File: src/design/cet_pkg.sv
// ----------------------------------------------------------------------------
// cet_pkg
// shared widths, codes and item types of the conformation energy table
// ----------------------------------------------------------------------------
package cet_pkg;

    localparam int KIND_W      = 3;
    localparam int POS_W       = 4;
    localparam int CONF_W      = 4;
    localparam int COUNT_W     = 5;
    localparam int IN_ENERGY_W = 32;
    localparam int VALUE_W     = 40;
    localparam int STATUS_W    = 3;
    localparam int ELEM_W      = 5;
    localparam int NUMPOS_W    = 5;
    localparam int CFG_INDEX_W = 1;
    localparam int CFG_DATA_W  = 32;

    localparam int QUEUE_DEPTH = 2;
    localparam int QPW         = $clog2(QUEUE_DEPTH);
    localparam int QCW         = $clog2(QUEUE_DEPTH + 1);

    localparam logic [KIND_W-1:0] KIND_SET_COUNT    = 3'd0;
    localparam logic [KIND_W-1:0] KIND_WRITE_SINGLE = 3'd1;
    localparam logic [KIND_W-1:0] KIND_WRITE_PAIR   = 3'd2;
    localparam logic [KIND_W-1:0] KIND_STREAM       = 3'd3;
    localparam logic [KIND_W-1:0] KIND_READ_SINGLE  = 3'd4;
    localparam logic [KIND_W-1:0] KIND_READ_PAIR    = 3'd5;

    localparam logic [STATUS_W-1:0] STATUS_OK     = 3'd0;
    localparam logic [STATUS_W-1:0] STATUS_POS    = 3'd1;
    localparam logic [STATUS_W-1:0] STATUS_CONF   = 3'd2;
    localparam logic [STATUS_W-1:0] STATUS_EQUAL  = 3'd3;
    localparam logic [STATUS_W-1:0] STATUS_LENGTH = 3'd4;

    localparam logic [CFG_INDEX_W-1:0] CFG_NUM_POSITIONS = 1'b0;
    localparam logic [CFG_INDEX_W-1:0] CFG_CONST_TERM    = 1'b1;

    localparam logic [ELEM_W-1:0] ELEM_MAX = 5'd31;

    localparam logic signed [VALUE_W-1:0] TOTAL_MAX = {1'b0, {(VALUE_W-1){1'b1}}};
    localparam logic signed [VALUE_W-1:0] TOTAL_MIN = {1'b1, {(VALUE_W-1){1'b0}}};

    typedef struct packed {
        logic [KIND_W-1:0]             kind;
        logic [POS_W-1:0]              pos_a;
        logic [CONF_W-1:0]             conf_a;
        logic [POS_W-1:0]              pos_b;
        logic [CONF_W-1:0]             conf_b;
        logic [COUNT_W-1:0]            count;
        logic signed [IN_ENERGY_W-1:0] energy;
        logic                          last;
        logic                          same_pos;
    } item_t;

    typedef struct packed {
        logic  valid;
        item_t item;
    } q_entry_t;

endpackage

File: src/design/cet_queue.sv
// ----------------------------------------------------------------------------
// cet_queue
// short fifo between the front and the back
// ----------------------------------------------------------------------------
module cet_queue import cet_pkg::*; (
    input  logic     clk,
    input  logic     rst_n,
    input  q_entry_t push,
    input  logic     pop,
    output logic     full,
    output q_entry_t head
);

    item_t          slot_reg [QUEUE_DEPTH];
    logic [QPW-1:0] wr_ptr_reg;
    logic [QPW-1:0] rd_ptr_reg;
    logic [QCW-1:0] fill_reg;

    logic           do_push;
    logic           do_pop;

    assign full       = (int'(fill_reg) == QUEUE_DEPTH);
    assign head.valid = (fill_reg != '0);
    assign head.item  = slot_reg[rd_ptr_reg];
    assign do_push    = push.valid && !full;
    assign do_pop     = pop && head.valid;

    always_ff @(posedge clk or negedge rst_n)
    begin
        if (!rst_n)
        begin
            wr_ptr_reg <= '0;
            rd_ptr_reg <= '0;
            fill_reg   <= '0;
        end
        else
        begin
            if (do_push)
            begin
                slot_reg[wr_ptr_reg] <= push.item;
                wr_ptr_reg <= (int'(wr_ptr_reg) == QUEUE_DEPTH - 1) ? '0 : wr_ptr_reg + 1'b1;
            end
            if (do_pop)
                rd_ptr_reg <= (int'(rd_ptr_reg) == QUEUE_DEPTH - 1) ? '0 : rd_ptr_reg + 1'b1;
            if (do_push && !do_pop)
                fill_reg <= fill_reg + 1'b1;
            else if (do_pop && !do_push)
                fill_reg <= fill_reg - 1'b1;
        end
    end

endmodule

File: config.mk
export PLATFORM = sky130hd
export DESIGN_NAME = cet_queue
export DESIGN_NICKNAME = d
export VERILOG_FILES = /design/src/design/cet_pkg.sv /design/src/design/cet_queue.sv
export SDC_FILE = /design/constraint.sdc
export NUM_CORES = 1
export LEC_CHECK = 0
export ABC_AREA = 0
export BUFFER_PORTS_ARGS = -buffer_cell sky130_fd_sc_hd__buf_2
export CAP_MARGIN = 20
export CORE_ASPECT_RATIO = 0.5
export CORE_UTILIZATION = 52
export CTS_CLUSTER_DIAMETER = 50
export DETAILED_ROUTE_END_ITERATION = 10
export GPL_ROUTABILITY_DRIVEN = 0
export PLACE_DENSITY = 0.79
export REMOVE_ABC_BUFFERS = 1
export SYNTH_ARGS = -nofsm -noshare
export SYNTH_HDL_FRONTEND = slang
export SYNTH_SLANG_ARGS = --single-unit
File: constraint.sdc
create_clock -name clk -period 6.8 [get_ports clk]
set_input_delay 0.68 -clock clk [delete_from_list [all_inputs] [get_ports clk]]
set_output_delay 0.68 -clock clk [all_outputs]
set_load 0.02 [all_outputs]
==> metrics.md <==
| Metric | Value |
|---|---|
| Worst Path Max Fanout | `51` |
| Number of diodes | `0` |
| WL per Instance | `16.4 um` |
| FF-to-FF End | `slot_reg[1][50]` |
| Clock Latency Late Sink | `0.40 ns` |
| Place WS | `between 4 and 5 ns` |
| Worst-Margin Slew | `about 0.7 ns` |
| Met3 Use GR | `0.0698` |
| Mapped Area | `0.00443 mm2` |
| Share of layout cells above drive strength 1 | `0.607` |
| Seq/Total Area, Yosys | `0.808` |
| CTS H-Tree Depth | `4` |
| Initial antenna violation count | `0` |
| DR vias/cell | `4.91` |
| Sink Count | `120` |
| Maximum VDD drop | `around 260 uV` |
| PnR worst setup slack | `4.03 ns` |
| Fill cell count | `524` |
| Setup violations, final | `0` |
| Detailed-route wire length | `7570 um` |
| Area leader, netlist | `edfxtp_1` |
| Max cap viols | `0` |
| # rows | `23` |
| Seq cells post-synth | `120` |
| Slew Limit Fails | `0` |
| I/O Buffers | `121` |
| PD cells | `434 mW/mm2` |
| Crit path from | `rd_ptr_reg` |
| Global routing's busiest layer | `met2` |
| Worst Hold Class | `in -> async` |
| Largest register FFs | `116` |
| GR Util met1 | `0.186` |
| Share of the synthesized area in the top cell type | `0.786` |
| CP endpoint kind | `output port` |
| Largest net degree at the start of global routing | `52` |
| EDFF count, synth | `116` |
| P&R area growth vs syn | `29.1%` |
| DR vias | `2,263` |
| CTS tree | `done` |
| Fmax | `361 MHz` |
| Critical Path RT | `6.12 ns` |
| CTS resizes | `0` |
| Slew HR | `0.532` |
| Worst-path clk slew | `roughly 0.05 ns` |
| First-pass GRT wire length | `about 11,000 um` |
| Detailed placer's ending HPWL | `4870 um` |
| Num CTS Buffers | `17` |
| Gr usage total | `0.176` |
| CTS Hold Bufs | `0` |
| Final hold vios | `0` |
| Synth cell count leaders | `116 x edfxtp_1, 48 x mux2_2, 10 x mux2_4` |
| Post-route DRC | `0` |
| Mean Syn Cell Area | `22.2 um2` |
| Startpoint class of the critical path | `flip-flop` |
| Die area | `0.00892 mm2` |
| Routed Antenna Nets | `0` |
| Detailed Routing Iterations Pass 1 | `4` |
| Layout Nets | `400` |
| Initial Util | `0.544` |
| Die span in y | `67.3 um` |
| Lkg Pwr | `approximately 2.2 nW` |
| Setup TNS Final | `0 ns` |
| Crit share post-route | `0.408` |
| Main synth FF type | `edfxtp_1` |
| R2R depth | `5` |
| Syn. warnings | `0` |
| Die width | `133 um` |
| Run status | `finished clean` |
| Grt ovf | `0` |
| Vias in the first global route | `2,274` |
| Core Box Area | `about 0.008 mm2` |
| Worst EP arrival | `2.09 ns` |
| Clock buffer depth | `2` |
| IO Pins | `122` |
| Crit Path Class | `reg -> out` |
| FF-to-FF Start | `fill_reg[0]` |
| Tmin final | `approximately 2.8 ns` |
| Met2 usage | `0.321` |
| Flop2flop setup slack | `4.52 ns` |
| RSZ-0062 raised after global routing | `no` |
| Worst setup path endpoint | `head[30]` |
| Yosys cell types | `17` |
| Syn Inst Count | `200` |
| Worst clock skew | `about 0.0092 ns` |
| Setup Buffers After CTS | `0` |
| DR iter-0 viols | `129` |
| Synth area leaders | `edfxtp_1 79%, mux2_2 12%, mux2_4 3.4%` |
| Clock root buffer master | `clkbuf_16` |
| Count leader, synth | `edfxtp_1` |
| Post-synth ARST share | `0.0333` |
[worst max-delay path, stage by stage, from the launching register on]
cell and delay [ns]:
dfrtp_2 0.48, buf_4 0.62, mux2_2 0.42, buf_2 0.16
[final cells by class]
| cell class | count | area [um2] | share of cell area |
|---|---|---|---|
| multi-input cells | 71 | 791 | 0.138 |
| repair buffers | 125 | 636 | 0.111 |
| inverters | 2 | 7.51 | 0.00131 |
| flip-flops and latches | 120 | 3580 | 0.626 |
| well taps | 112 | 140 | 0.0245 |
| clock buffers | 18 | 429 | 0.0750 |
| clock inverters | 13 | 136 | 0.0238 |
[cells in the final DEF, fill, tap and decap left out]
cell / instances
xor2_1: 2
bufinv_16: 3
clkinv_2: 4
buf_4: 4
or2_2: 1
mux2_4: 10
inv_1: 2
edfxtp_1: 116
clkinvlp_4: 1
dfrtp_2: 1
clkbuf_16: 17
and3_2: 1
nor3b_2: 1
clkinv_1: 5
buf_2: 121
nand2b_1: 1
mux2_2: 48
ha_1: 1
xnor2_1: 3
nand2_1: 2
nor2_1: 1
clkbuf_1: 1
dfrtp_1: 3
[worst min path at each step]
| stage | slack, ns | cells after the start | startpoint | end |
|---|---|---|---|---|
| finish | 0.09 | 1 | rst_n | rd_ptr_reg |
| CTS | 0.08 | 1 | rst_n | wr_ptr_reg |
| global placement | 0.47 | 1 | fill_reg[1] | fill_reg[1] |
| detailed placement | 0.50 | 1 | rst_n | wr_ptr_reg |
| global route | 0.07 | 1 | rst_n | wr_ptr_reg |
| floorplan | 0.38 | 0 | rst_n | fill_reg[0] |
[report_power, final]
| group | leakage, nW | switching (mW) | internal, mW |
|---|---|---|---|
| registers | 1.11 | 0.0382 | 0.925 |
| clock network | 0.277 | 0.287 | 0.563 |
| logic | 0.827 | 0.385 | 0.282 |
| total | 2.21 | 0.711 | 1.77 |
[layer usage]
metal  wire (um)  vias up
met5           0        -
met4          52        0
met3         340        7
met2        4190       71
met1        2980     1121
li1            -     1064
[per-stage QoR]
step	std cells	utilization	total power, mW	instance area (um2)	hold slack (ns)
after global routing	461	0.703	2.58	5720	0.0710
after CTS	461	0.703	2.51	5720	0.0758
after detailed placement	430	0.633	1.65	5160	0.504
after floorplan	193	-	1.46	4380	0.384
after global placement	430	0.633	1.63	5160	0.473
final	461	0.703	2.48	5720	0.0862
[kinds of logic after synthesis]
| family | Yosys count | synth area share |
|---|---|---|
| fa+ha+maj | 1 | 0.00282 |
| xor+xnor | 5 | 0.00988 |
| simple gates | 7 | 0.00847 |
| mux | 58 | 0.156 |
| buf+inv | 9 | 0.0147 |
| flops | 120 | 0.808 |
Note: power is estimated with default switching activity, not from simulation.
