$ cat src/design/cet_pkg.sv
// ----------------------------------------------------------------------------
// cet_pkg
// shared widths, codes and item types of the conformation energy table
// ----------------------------------------------------------------------------
package cet_pkg;

    localparam int KIND_W      = 3;
    localparam int POS_W       = 4;
    localparam int CONF_W      = 4;
    localparam int COUNT_W     = 5;
    localparam int IN_ENERGY_W = 32;
    localparam int VALUE_W     = 40;
    localparam int STATUS_W    = 3;
    localparam int ELEM_W      = 5;
    localparam int NUMPOS_W    = 5;
    localparam int CFG_INDEX_W = 1;
    localparam int CFG_DATA_W  = 32;

    localparam int QUEUE_DEPTH = 2;
    localparam int QPW         = $clog2(QUEUE_DEPTH);
    localparam int QCW         = $clog2(QUEUE_DEPTH + 1);

    localparam logic [KIND_W-1:0] KIND_SET_COUNT    = 3'd0;
    localparam logic [KIND_W-1:0] KIND_WRITE_SINGLE = 3'd1;
    localparam logic [KIND_W-1:0] KIND_WRITE_PAIR   = 3'd2;
    localparam logic [KIND_W-1:0] KIND_STREAM       = 3'd3;
    localparam logic [KIND_W-1:0] KIND_READ_SINGLE  = 3'd4;
    localparam logic [KIND_W-1:0] KIND_READ_PAIR    = 3'd5;

    localparam logic [STATUS_W-1:0] STATUS_OK     = 3'd0;
    localparam logic [STATUS_W-1:0] STATUS_POS    = 3'd1;
    localparam logic [STATUS_W-1:0] STATUS_CONF   = 3'd2;
    localparam logic [STATUS_W-1:0] STATUS_EQUAL  = 3'd3;
    localparam logic [STATUS_W-1:0] STATUS_LENGTH = 3'd4;

    localparam logic [CFG_INDEX_W-1:0] CFG_NUM_POSITIONS = 1'b0;
    localparam logic [CFG_INDEX_W-1:0] CFG_CONST_TERM    = 1'b1;

    localparam logic [ELEM_W-1:0] ELEM_MAX = 5'd31;

    localparam logic signed [VALUE_W-1:0] TOTAL_MAX = {1'b0, {(VALUE_W-1){1'b1}}};
    localparam logic signed [VALUE_W-1:0] TOTAL_MIN = {1'b1, {(VALUE_W-1){1'b0}}};

    typedef struct packed {
        logic [KIND_W-1:0]             kind;
        logic [POS_W-1:0]              pos_a;
        logic [CONF_W-1:0]             conf_a;
        logic [POS_W-1:0]              pos_b;
        logic [CONF_W-1:0]             conf_b;
        logic [COUNT_W-1:0]            count;
        logic signed [IN_ENERGY_W-1:0] energy;
        logic                          last;
        logic                          same_pos;
    } item_t;

    typedef struct packed {
        logic  valid;
        item_t item;
    } q_entry_t;

endpackage

$ cat src/design/cet_if.sv
// ----------------------------------------------------------------------------
// cet_if
// valid/ready channels for incoming items and results
// ----------------------------------------------------------------------------
interface cet_item_if import cet_pkg::*; ();
    logic                          valid;
    logic                          ready;
    logic [KIND_W-1:0]             kind;
    logic [POS_W-1:0]              pos_a;
    logic [CONF_W-1:0]             conf_a;
    logic [POS_W-1:0]              pos_b;
    logic [CONF_W-1:0]             conf_b;
    logic [COUNT_W-1:0]            count;
    logic signed [IN_ENERGY_W-1:0] energy;
    logic                          last;

    modport source (output valid, kind, pos_a, conf_a, pos_b, conf_b, count, energy, last,
                    input ready);
    modport sink   (input valid, kind, pos_a, conf_a, pos_b, conf_b, count, energy, last,
                    output ready);
endinterface


$ cat src/design/cet_front.sv
// ----------------------------------------------------------------------------
// cet_front
// accepts items, drops unused kinds, orders pair positions high first
// ----------------------------------------------------------------------------
module cet_front import cet_pkg::*; (
    cet_item_if.sink items,
    input  logic     q_full,
    input  logic     clearing,
    output q_entry_t push
);

    logic is_pair;
    logic swap;

    assign items.ready = !q_full && !clearing;

    always_comb
    begin
        is_pair = (items.kind == KIND_WRITE_PAIR) || (items.kind == KIND_READ_PAIR);
        swap    = is_pair && (items.pos_a < items.pos_b);

        push.valid = items.valid && items.ready && (items.kind inside {[KIND_SET_COUNT:KIND_READ_PAIR]});
        push.item.kind     = items.kind;
        push.item.pos_a    = swap ? items.pos_b : items.pos_a;
        push.item.conf_a   = swap ? items.conf_b : items.conf_a;
        push.item.pos_b    = swap ? items.pos_a : items.pos_b;
        push.item.conf_b   = swap ? items.conf_a : items.conf_b;
        push.item.count    = items.count;
        push.item.energy   = items.energy;
        push.item.last     = items.last;
        push.item.same_pos = (items.pos_a == items.pos_b);
    end

endmodule

$ cat src/flat_wrapper.sv
// flat-port wrapper written by rule: the top's interface ports become plain ports
module cet_front_flat import cet_pkg::*;
  (q_full, clearing, push, items_valid, items_kind, items_pos_a, items_conf_a, items_pos_b, items_conf_b, items_count, items_energy, items_last, items_ready);
  cet_item_if items_i ();
  input  logic q_full;
  input  logic clearing;
  output q_entry_t push;
  input wire logic [$bits(items_i.valid)-1:0] items_valid;
  input wire logic [$bits(items_i.kind)-1:0] items_kind;
  input wire logic [$bits(items_i.pos_a)-1:0] items_pos_a;
  input wire logic [$bits(items_i.conf_a)-1:0] items_conf_a;
  input wire logic [$bits(items_i.pos_b)-1:0] items_pos_b;
  input wire logic [$bits(items_i.conf_b)-1:0] items_conf_b;
  input wire logic [$bits(items_i.count)-1:0] items_count;
  input wire logic [$bits(items_i.energy)-1:0] items_energy;
  input wire logic [$bits(items_i.last)-1:0] items_last;
  output wire logic [$bits(items_i.ready)-1:0] items_ready;
  assign items_i.valid = items_valid;
  assign items_i.kind = items_kind;
  assign items_i.pos_a = items_pos_a;
  assign items_i.conf_a = items_conf_a;
  assign items_i.pos_b = items_pos_b;
  assign items_i.conf_b = items_conf_b;
  assign items_i.count = items_count;
  assign items_i.energy = items_energy;
  assign items_i.last = items_last;
  assign items_ready = items_i.ready;
  cet_front u_core (.items(items_i), .q_full(q_full), .clearing(clearing), .push(push));
endmodule
$ cat config.mk
export PLATFORM = sky130hd
export DESIGN_NAME = cet_front_flat
export DESIGN_NICKNAME = d
export VERILOG_FILES = /design/src/design/cet_pkg.sv /design/src/design/cet_if.sv /design/src/design/cet_front.sv /design/src/flat_wrapper.sv
export SDC_FILE = /design/constraint.sdc
export NUM_CORES = 1
export LEC_CHECK = 0
export BUFFER_PORTS_ARGS = -buffer_cell sky130_fd_sc_hd__buf_2
export CAP_MARGIN = 40
export CORE_AREA = 2 2 55 57
export DETAILED_ROUTE_END_ITERATION = 8
export DIE_AREA = 0 0 57 59
export GPL_TIMING_DRIVEN = 0
export PLACE_DENSITY = 0.84
export SETUP_SLACK_MARGIN = 0.4
export SYNTH_ARGS = -nofsm -noshare
export SYNTH_HDL_FRONTEND = slang
export SYNTH_SLANG_ARGS = --single-unit
$ cat constraint.sdc
create_clock -name vclk -period 2.19
set_clock_uncertainty 0.2 [all_clocks]
set_input_delay 0.438 -clock vclk [all_inputs]
set_output_delay 0.438 -clock vclk [all_outputs]
set_load 0.05 [all_outputs]
==> run metrics, run 1 <==
outcome finished, violations left; failing checks setup timing; number of nets in the layout 232; number of violations of the max-capacitance limit 0; headroom to the max-slew limit 0.819; number of cells in the design after placement 192; Worst Max-Slew Pin Slew 0.270 ns; count of unresolved DRC violations after routing 0; register area 0 µm²; fraction of layout cells with a size suffix above 1 0.970; Floorplan Core Area 2710 µm²; routed length per instance 11.1 µm; min cycle time layout 2.45 ns; worst-case hold slack 0.977 ns; IO Count 120; pwr/cell area 386 nW/µm²; slack of the critical path -0.256 ns; HP Start items_energy[31]; final critical-path share of the clock period 1.12; final std cells w/o fill 197; nets in the synthesized netlist 143; Port Buffer Count 82; antenna violations before repair 0; maximum number of pins on one net before global-route repair 6; top cell family by delay on the critical path buffers and inverters; vias in the first global route 703; worst slack at placement -0.477 ns; worst hold path depth 2; most common cell after layout, fill and taps aside sky130_fd_sc_hd__buf_2; Avg Inst Size Synth 8.71 µm²; final sequential cell count 0; Achievable Freq 409 MHz; starting density of the core 0.254; GRT Util Overall 0.105; setup repair after global routing missed its margin true; max-slew violations 0; sequential-to-total area share from yosys stat 0; Total Routed Length 2190 µm; worst setup path class in2out; DP HPWL 1810 µm; Hold WC Path Type in2out; largest incremental delay on the critical path 0.30 ns; largest fanout on the critical path 5; ordered cell list for the critical path buf_8 -> inv_4 -> ha_4 -> nand2_4 -> o211ai_4 -> clkbuf_16 -> mux2_4 -> buf_6; global-route wire length before repair 2980 µm; Worst VDD drop 0.242 mV; element type at the critical path start input port; type of destination of the critical path output pin; detailed-route via count 812; cell row count 19; Final setup violation count 16; leakage power 0.865 nW; number of warnings reported in the yosys synthesis log 0; number of buffers and inverters on the critical path 4; Worst Hold End push[33]; detailed-routing iteration count for the pre-antenna-repair pass 2; GPL Wtd Cong 0.698; Post-Syn Instances 79; global route total overflow 0; cell area after technology mapping 688 µm²; final antenna-violating net count 0; horizontal die dimension 57 µm; layout clock buffer count 0; die footprint 3360 µm²; vertical extent of the die 59 µm; Area growth syn-to-layout 117%; number of different library cells in the post-synthesis netlist 14; antenna cells 0; Worst Path Required 1.55 ns; Hold Vio Cnt, Final 0; signal arrival time at the worst endpoint 1.81 ns; most frequent cells in the layout sky130_fd_sc_hd__buf_2, sky130_fd_sc_hd__buf_4, sky130_fd_sc_hd__mux2_4, sky130_fd_sc_hd__buf_6, sky130_fd_sc_hd__buf_8; Critical-path top delay cell sky130_fd_sc_hd__mux2_4; via density per instance 4.12; DRT iter0 DRCs 7
## layer usage
metal,vias to the layer above,share of wire,track usage
met4,0,0,0
li1,395,-,-
met5,-,0,0
met1,346,0.29,0.114
met3,0,0.16,0.0240
met2,71,0.56,0.218
## through the flow
| step | setup TNS (ns) | cell area (µm²) | util | total power, mW |
|---|---|---|---|---|
| finish | -3.64 | 1500 | 0.552 | 0.578 |
| global route | -4.46 | 1500 | 0.552 | 0.601 |
| CTS | -4.22 | 1480 | 0.547 | 0.578 |
| detailed placement | -6.41 | 1210 | 0.447 | 0.493 |
| global placement | -6.36 | 1210 | 0.447 | 0.488 |
| floorplan | -0.724 | 763 | - | 0.397 |
## Yosys cell counts
library cell | n | area, µm²
sky130_fd_sc_hd__a21oi_1 | 1 | 5.00
sky130_fd_sc_hd__a21oi_2 | 1 | 8.76
sky130_fd_sc_hd__and3_1 | 1 | 6.26
sky130_fd_sc_hd__buf_4 | 41 | 308
sky130_fd_sc_hd__buf_6 | 1 | 11.3
sky130_fd_sc_hd__ha_1 | 4 | 50.1
sky130_fd_sc_hd__inv_1 | 5 | 18.8
sky130_fd_sc_hd__mux2_2 | 6 | 67.6
sky130_fd_sc_hd__mux2_4 | 10 | 150
sky130_fd_sc_hd__nand2_1 | 4 | 15.0
sky130_fd_sc_hd__nand2b_1 | 1 | 6.26
sky130_fd_sc_hd__nor2_1 | 2 | 7.51
sky130_fd_sc_hd__o211ai_4 | 1 | 21.3
sky130_fd_sc_hd__o22ai_2 | 1 | 12.5
## kinds of logic (layout without fill, tap and decap cells)
logic type                 after synthesis  count (layout)  synth area share
AOI/OAI and AO/OA                        4               4            0.0691
and+or+nand+nor                          8               8            0.0509
muxes                                   16              16             0.316
buffers and inverters                   47             134             0.491
adders and majority gates                4               4            0.0727
## power by group
part | switching [mW] | internal, mW
combinational | 0.343 | 0.235
sequential | 0 | 0
clock | 0 | 0
## cell type report
| class | count | area [µm²] |
|---|---|---|
| plain buffers | 42 | 323 |
| fillers | 253 | 1210 |
| inverters | 5 | 28.8 |
| multi-input cells | 32 | 448 |
| well taps | 31 | 38.8 |
| repair buffers | 87 | 658 |
## worst max path at each step
stage	end	slack [ns]	depth (start not counted)	start
finish	push[44]	-0.26	8	items_pos_b[3]
global route	push[43]	-0.31	8	items_pos_b[3]
global placement	push[45]	-0.48	8	items_pos_b[1]
CTS	push[45]	-0.28	7	items_pos_a[3]
floorplan	push[41]	-0.07	6	items_pos_b[1]
detailed placement	push[45]	-0.48	8	items_pos_b[1]
## timing repair
item	CTS	global route
gates resized for setup	63	6
pin swaps	7	2
cloned	1	0
endpoints found under the setup margin	17	17
buffers inserted	4	0
hold buffers	0	0
(Power assumes the default switching activity.)
==> run 2: changes to the inputs <==
--- a/config.mk
+++ b/config.mk
@@ -7,12 +7,15 @@
 export LEC_CHECK = 0
 export BUFFER_PORTS_ARGS = -buffer_cell sky130_fd_sc_hd__buf_2
 export CAP_MARGIN = 40
-export CORE_AREA = 2 2 55 57
+export CELL_PAD_IN_SITES_DETAIL_PLACEMENT = 0
+export CELL_PAD_IN_SITES_GLOBAL_PLACEMENT = 1
+export CORE_AREA = 2 2 71 73
 export DETAILED_ROUTE_END_ITERATION = 8
-export DIE_AREA = 0 0 57 59
+export DIE_AREA = 0 0 73 75
 export GPL_TIMING_DRIVEN = 0
-export PLACE_DENSITY = 0.84
+export PLACE_DENSITY = 0.85
 export SETUP_SLACK_MARGIN = 0.4
 export SYNTH_ARGS = -nofsm -noshare
 export SYNTH_HDL_FRONTEND = slang
 export SYNTH_SLANG_ARGS = --single-unit
+export TNS_END_PERCENT = 10
==> run metrics, run 2 (same netlist as run 1, synthesis figures left out) <==
fraction of layout cells with a size suffix above 1 0.964 (-0.00538); element type at the critical path start input port; placement-stage cell area 1230 µm² (+1.7%); layout clock buffer count 0 (unchanged); max-slew violations 0 (unchanged); GRT Util Overall 0.0652 (-0.0401); routed length per instance 9.62 µm (-14%); Total Routed Length 2150 µm (-2.1%); headroom to the max-slew limit 0.828 (+0.00963); final std cell area, no fill 1550 µm² (+3.5%); count of unresolved DRC violations after routing 0 (unchanged); horizontal die dimension 73 µm (+28%); vias in the first global route 694 (-1.3%); via density per instance 3.64 (-12%); Critical-path top delay cell sky130_fd_sc_hd__mux2_4; IO Count 120 (unchanged); failing checks setup timing; DRT iter0 DRCs 0 (-7); worst-case hold slack 0.978 ns (+0.0000890 ns); final sequential cell count 0 (unchanged); cell row count 25 (+6); Worst Max-Slew Pin Slew 0.259 ns (-0.0114 ns); total design power 586 µW (+1.4%); register area 0 µm² (unchanged); outcome finished, violations left; type of destination of the critical path output pin; setup repair after global routing missed its margin true; leakage power 0.873 nW (+0.90%); slack of the critical path -0.276 ns (-0.0201 ns); number of nets in the layout 235 (+1.3%); number of cells in the design after placement 215 (+12%); worst setup path class in2out; number of violations of the max-capacitance limit 0 (unchanged); Worst Hold End push[21]; Worst Path Required 1.55 ns (about the same); # hold bufs at CTS 0 (unchanged); Hold WC Path Type in2out; global-route wire length before repair 2900 µm (-2.6%); DP HPWL 1690 µm (-6.6%); starting density of the core 0.148 (-0.106); min cycle time layout 2.47 ns (+0.0201 ns); HP Start items_energy[19]; Floorplan Core Area 4660 µm² (+72%); detailed-route via count 811 (-0.12%); antenna cells 0 (unchanged); final std cells w/o fill 223 (+13%); Final setup violation count 16 (unchanged); Achievable Freq 406 MHz (-0.82%); largest fanout on the critical path 4 (-1); Hold Vio Cnt, Final 0 (unchanged); number of fill cells in the layout 483 (+91%); Area growth syn-to-layout 125%; final antenna-violating net count 0 (unchanged); vertical extent of the die 75 µm (+27%); die footprint 5480 µm² (+63%); final critical-path share of the clock period 1.13 (+0.00918); Worst VDD drop 0.124 mV (-49%); core utilization of the finished layout 0.332 (-0.220); global route total overflow 0 (unchanged); largest incremental delay on the critical path 0.31 ns (about the same); antenna violations before repair 0 (unchanged); most frequent cells in the layout sky130_fd_sc_hd__buf_2, sky130_fd_sc_hd__buf_4, sky130_fd_sc_hd__buf_6, sky130_fd_sc_hd__mux2_4, sky130_fd_sc_hd__buf_8; pwr/cell area 378 nW/µm² (-2.0%); GPL Wtd Cong 0.606 (-13%); signal arrival time at the worst endpoint 1.83 ns (+0.02 ns); ordered cell list for the critical path buf_8 -> inv_8 -> ha_4 -> a21oi_4 -> o211ai_4 -> buf_6 -> buf_6 -> mux2_4 -> buf_8; detailed-routing iteration count for the pre-antenna-repair pass 1 (-1); maximum number of pins on one net before global-route repair 6 (unchanged); Port Buffer Count 82 (unchanged); most common cell after layout, fill and taps aside sky130_fd_sc_hd__buf_2; worst hold path depth 2 (unchanged)
==> run 2: cell types whose count changed in the layout (fill, tap and decap cells not counted), sizes merged <==
cell	delta
buf	+4
clkbuf	-1
==> run 2: worst max path at each step <==
stage | from | end | slack (ns)
2_1_floorplan | items_pos_b[1] | push[41] | -0.07
3_3_place_gp | items_pos_b[1] | push[41] | -0.49
3_5_place_dp | items_pos_b[1] | push[41] | -0.51
4_1_cts | items_pos_b[3] | push[41] | -0.27
5_1_grt | items_pos_b[1] | push[40] | -0.34
6_report | items_pos_b[1] | push[40] | -0.28
==> run 2: power breakdown <==
part | internal [mW] | switching (mW) | total [mW]
combinational | 0.241 | 0.345 | 0.586
sequential | 0 | 0 | 0
clock | 0 | 0 | 0
==> run 2: what timing repair did <==
item / 4_1_cts / 5_1_grt
endpoints found under the setup margin: 17 / 17
gates resized for setup: 63 / 7
buffers inserted: 7 / 0
pin swaps: 4 / 7
gates cloned: 1 / 0
==> run 2: area by class of cell <==
type	count	area (µm²)	share of cell area
timing repair buffer	90	683	0.441
multi-input combinational	32	442	0.285
buffer	42	328	0.212
tap	54	67.6	0.0436
inverter	5	28.8	0.0186
==> run 2: per-stage QoR <==
step / worst slack [ns] / TNS [ns]
finish: -0.276 / -4.08
global route: -0.343 / -5.12
CTS: -0.268 / -3.97
detailed placement: -0.507 / -6.83
global placement: -0.494 / -6.61
floorplan: -0.0724 / -0.724
==> run 2: critical path: cells and delay by family <==
family | cells | cell delay (ns)
AO/OA/AOI/OAI | 2 | 0.28
buffers and inverters | 5 | 0.53
adder cells (fa/ha/maj) | 1 | 0.26
multiplexers | 1 | 0.31
==> run 2: routing by layer <==
metal / vias to the layer above / wire [µm] / global-route usage
met3: 0 / 247 / 0.00535
met5: - / 0 / 0
met2: 67 / 1200 / 0.137
met4: 0 / 0 / 0
met1: 342 / 701 / 0.0743
li1: 402 / - / -
==> run 3: changes to the inputs <==
--- a/config.mk
+++ b/config.mk
@@ -13,7 +13,7 @@
 export DETAILED_ROUTE_END_ITERATION = 8
 export DIE_AREA = 0 0 73 75
 export GPL_TIMING_DRIVEN = 0
-export PLACE_DENSITY = 0.85
+export PLACE_DENSITY = 0.76
 export SETUP_SLACK_MARGIN = 0.4
 export SYNTH_ARGS = -nofsm -noshare
 export SYNTH_HDL_FRONTEND = slang
==> run metrics, run 3 (same netlist as run 1, synthesis figures left out) <==
worst-case hold slack 0.978 ns (-0.0000160 ns); Worst Max-Slew Pin Slew 0.255 ns (-0.00382 ns); maximum number of pins on one net before global-route repair 7 (+1); leakage power 0.838 nW (-4.0%); max-slew violations 0 (unchanged); Worst VDD drop 0.123 mV (-0.81%); failing checks setup timing; Total Routed Length 2070 µm (-3.4%); GRT Util Overall 0.0632 (-0.00191); cell row count 25 (unchanged); via density per instance 3.63 (about the same); final critical-path share of the clock period 1.12 (-0.00219); pwr/cell area 379 nW/µm² (+0.33%); global-route wire length before repair 2820 µm (-2.8%); min cycle time layout 2.46 ns (-0.00480 ns); starting density of the core 0.148 (unchanged); final std cell area, no fill 1500 µm² (-3.0%); Port Buffer Count 82 (unchanged); HP Start items_energy[24]; Setup crit start items_pos_b[1]; Worst Path Required 1.55 ns (about the same); number of violations of the max-capacitance limit 0 (unchanged); DP HPWL 1720 µm (+1.8%); horizontal die dimension 73 µm (unchanged); final sequential cell count 0 (unchanged); routed length per instance 9.38 µm (-2.5%); final antenna-violating net count 0 (unchanged); vertical extent of the die 75 µm (unchanged); detailed-routing iteration count for the pre-antenna-repair pass 2 (+1); Worst Hold End push[26]; IO Count 120 (unchanged); setup TNS after final layout -3.94 ns (+0.137 ns); worst setup path class in2out; Area growth syn-to-layout 118%; fraction of layout cells with a size suffix above 1 0.964 (about the same); element type at the critical path start input port; global route total overflow 0 (unchanged); setup repair after global routing missed its margin true; Achievable Freq 406 MHz (+0.20%); largest fanout on the critical path 5 (+1); Floorplan Core Area 4660 µm² (unchanged); slack of the critical path -0.271 ns (+0.00480 ns); placement-stage cell area 1230 µm² (unchanged); register area 0 µm² (unchanged); layout clock buffer count 0 (unchanged); most common cell after layout, fill and taps aside sky130_fd_sc_hd__buf_2; GPL Wtd Cong 0.588 (-3.1%); detailed-route via count 803 (-0.99%); outcome finished, violations left; Final setup violation count 16 (unchanged); antenna cells 0 (unchanged); antenna violations before repair 0 (unchanged); count of unresolved DRC violations after routing 0 (unchanged); headroom to the max-slew limit 0.831 (+0.00253); die footprint 5480 µm² (unchanged); most frequent cells in the layout sky130_fd_sc_hd__buf_2, sky130_fd_sc_hd__buf_4, sky130_fd_sc_hd__buf_6, sky130_fd_sc_hd__mux2_4, sky130_fd_sc_hd__mux2_2; DRT iter0 DRCs 1 (+1); Hold Vio Cnt, Final 0 (unchanged); worst hold path depth 2 (unchanged); vias in the first global route 649 (-6.5%); signal arrival time at the worst endpoint 1.82 ns (about the same); type of destination of the critical path output pin; Hold WC Path Type in2out; number of nets in the layout 233 (-0.85%)
[run 3: changes by cell type in the layout (fill, tap and decap cells not counted), sizes merged]
| cell | before | now |
|---|---|---|
| buf | 132 | 130 |
[run 3: what timing repair did]
item	CTS	global route
pin swaps	5	6
buffers inserted	4	1
endpoints found under the setup margin	17	17
hold buffers	0	0
gates resized for setup	55	6
cloned	1	0
[run 3: final cells by class]
class                           count  area [µm²]
Fill cell                         488        3160
Tap cell                           54        67.6
Multi-Input combinational cell     32         427
Inverter                            5        28.8
Buffer                             42         328
Timing Repair Buffer               88         652
[run 3: critical path: stages]
cell                       delay (ns)
sky130_fd_sc_hd__buf_8           0.09
sky130_fd_sc_hd__inv_8           0.03
sky130_fd_sc_hd__ha_4            0.26
sky130_fd_sc_hd__a21oi_4         0.06
sky130_fd_sc_hd__o211ai_4        0.23
sky130_fd_sc_hd__buf_6           0.14
sky130_fd_sc_hd__buf_16          0.11
sky130_fd_sc_hd__mux2_4          0.30
sky130_fd_sc_hd__buf_8           0.15
[run 3: report_power, final]
| group | leakage, nW | switching (mW) | total [mW] | internal (mW) |
|---|---|---|---|---|
| registers | 0 | 0 | 0 | 0 |
| logic | 0.838 | 0.341 | 0.570 | 0.229 |
| clock network | 0 | 0 | 0 | 0 |
[run 3: per-stage QoR]
step / instances / total power [mW] / setup slack (ns) / util
floorplan: 79 / 0.396 / -0.0724 / -
global placement: 215 / 0.487 / -0.489 / 0.264
detailed placement: 215 / 0.490 / -0.498 / 0.264
CTS: 220 / 0.568 / -0.280 / 0.317
global route: 221 / 0.598 / -0.334 / 0.322
finish: 221 / 0.570 / -0.271 / 0.322
[run 3: worst max path at each step]
stage	endpoint	slack, ns
global placement	push[41]	-0.49
CTS	push[41]	-0.28
global route	push[41]	-0.33
finish	push[41]	-0.27
floorplan	push[41]	-0.07
detailed placement	push[41]	-0.50
[run 3: layer usage]
layer  share of wire  vias to the layer above  global-route usage
met4               0                        0                   0
met2            0.55                       66               0.129
met1            0.32                      341              0.0729
li1                -                      396                   -
met3            0.13                        0             0.00937
met5               0                        -                   0
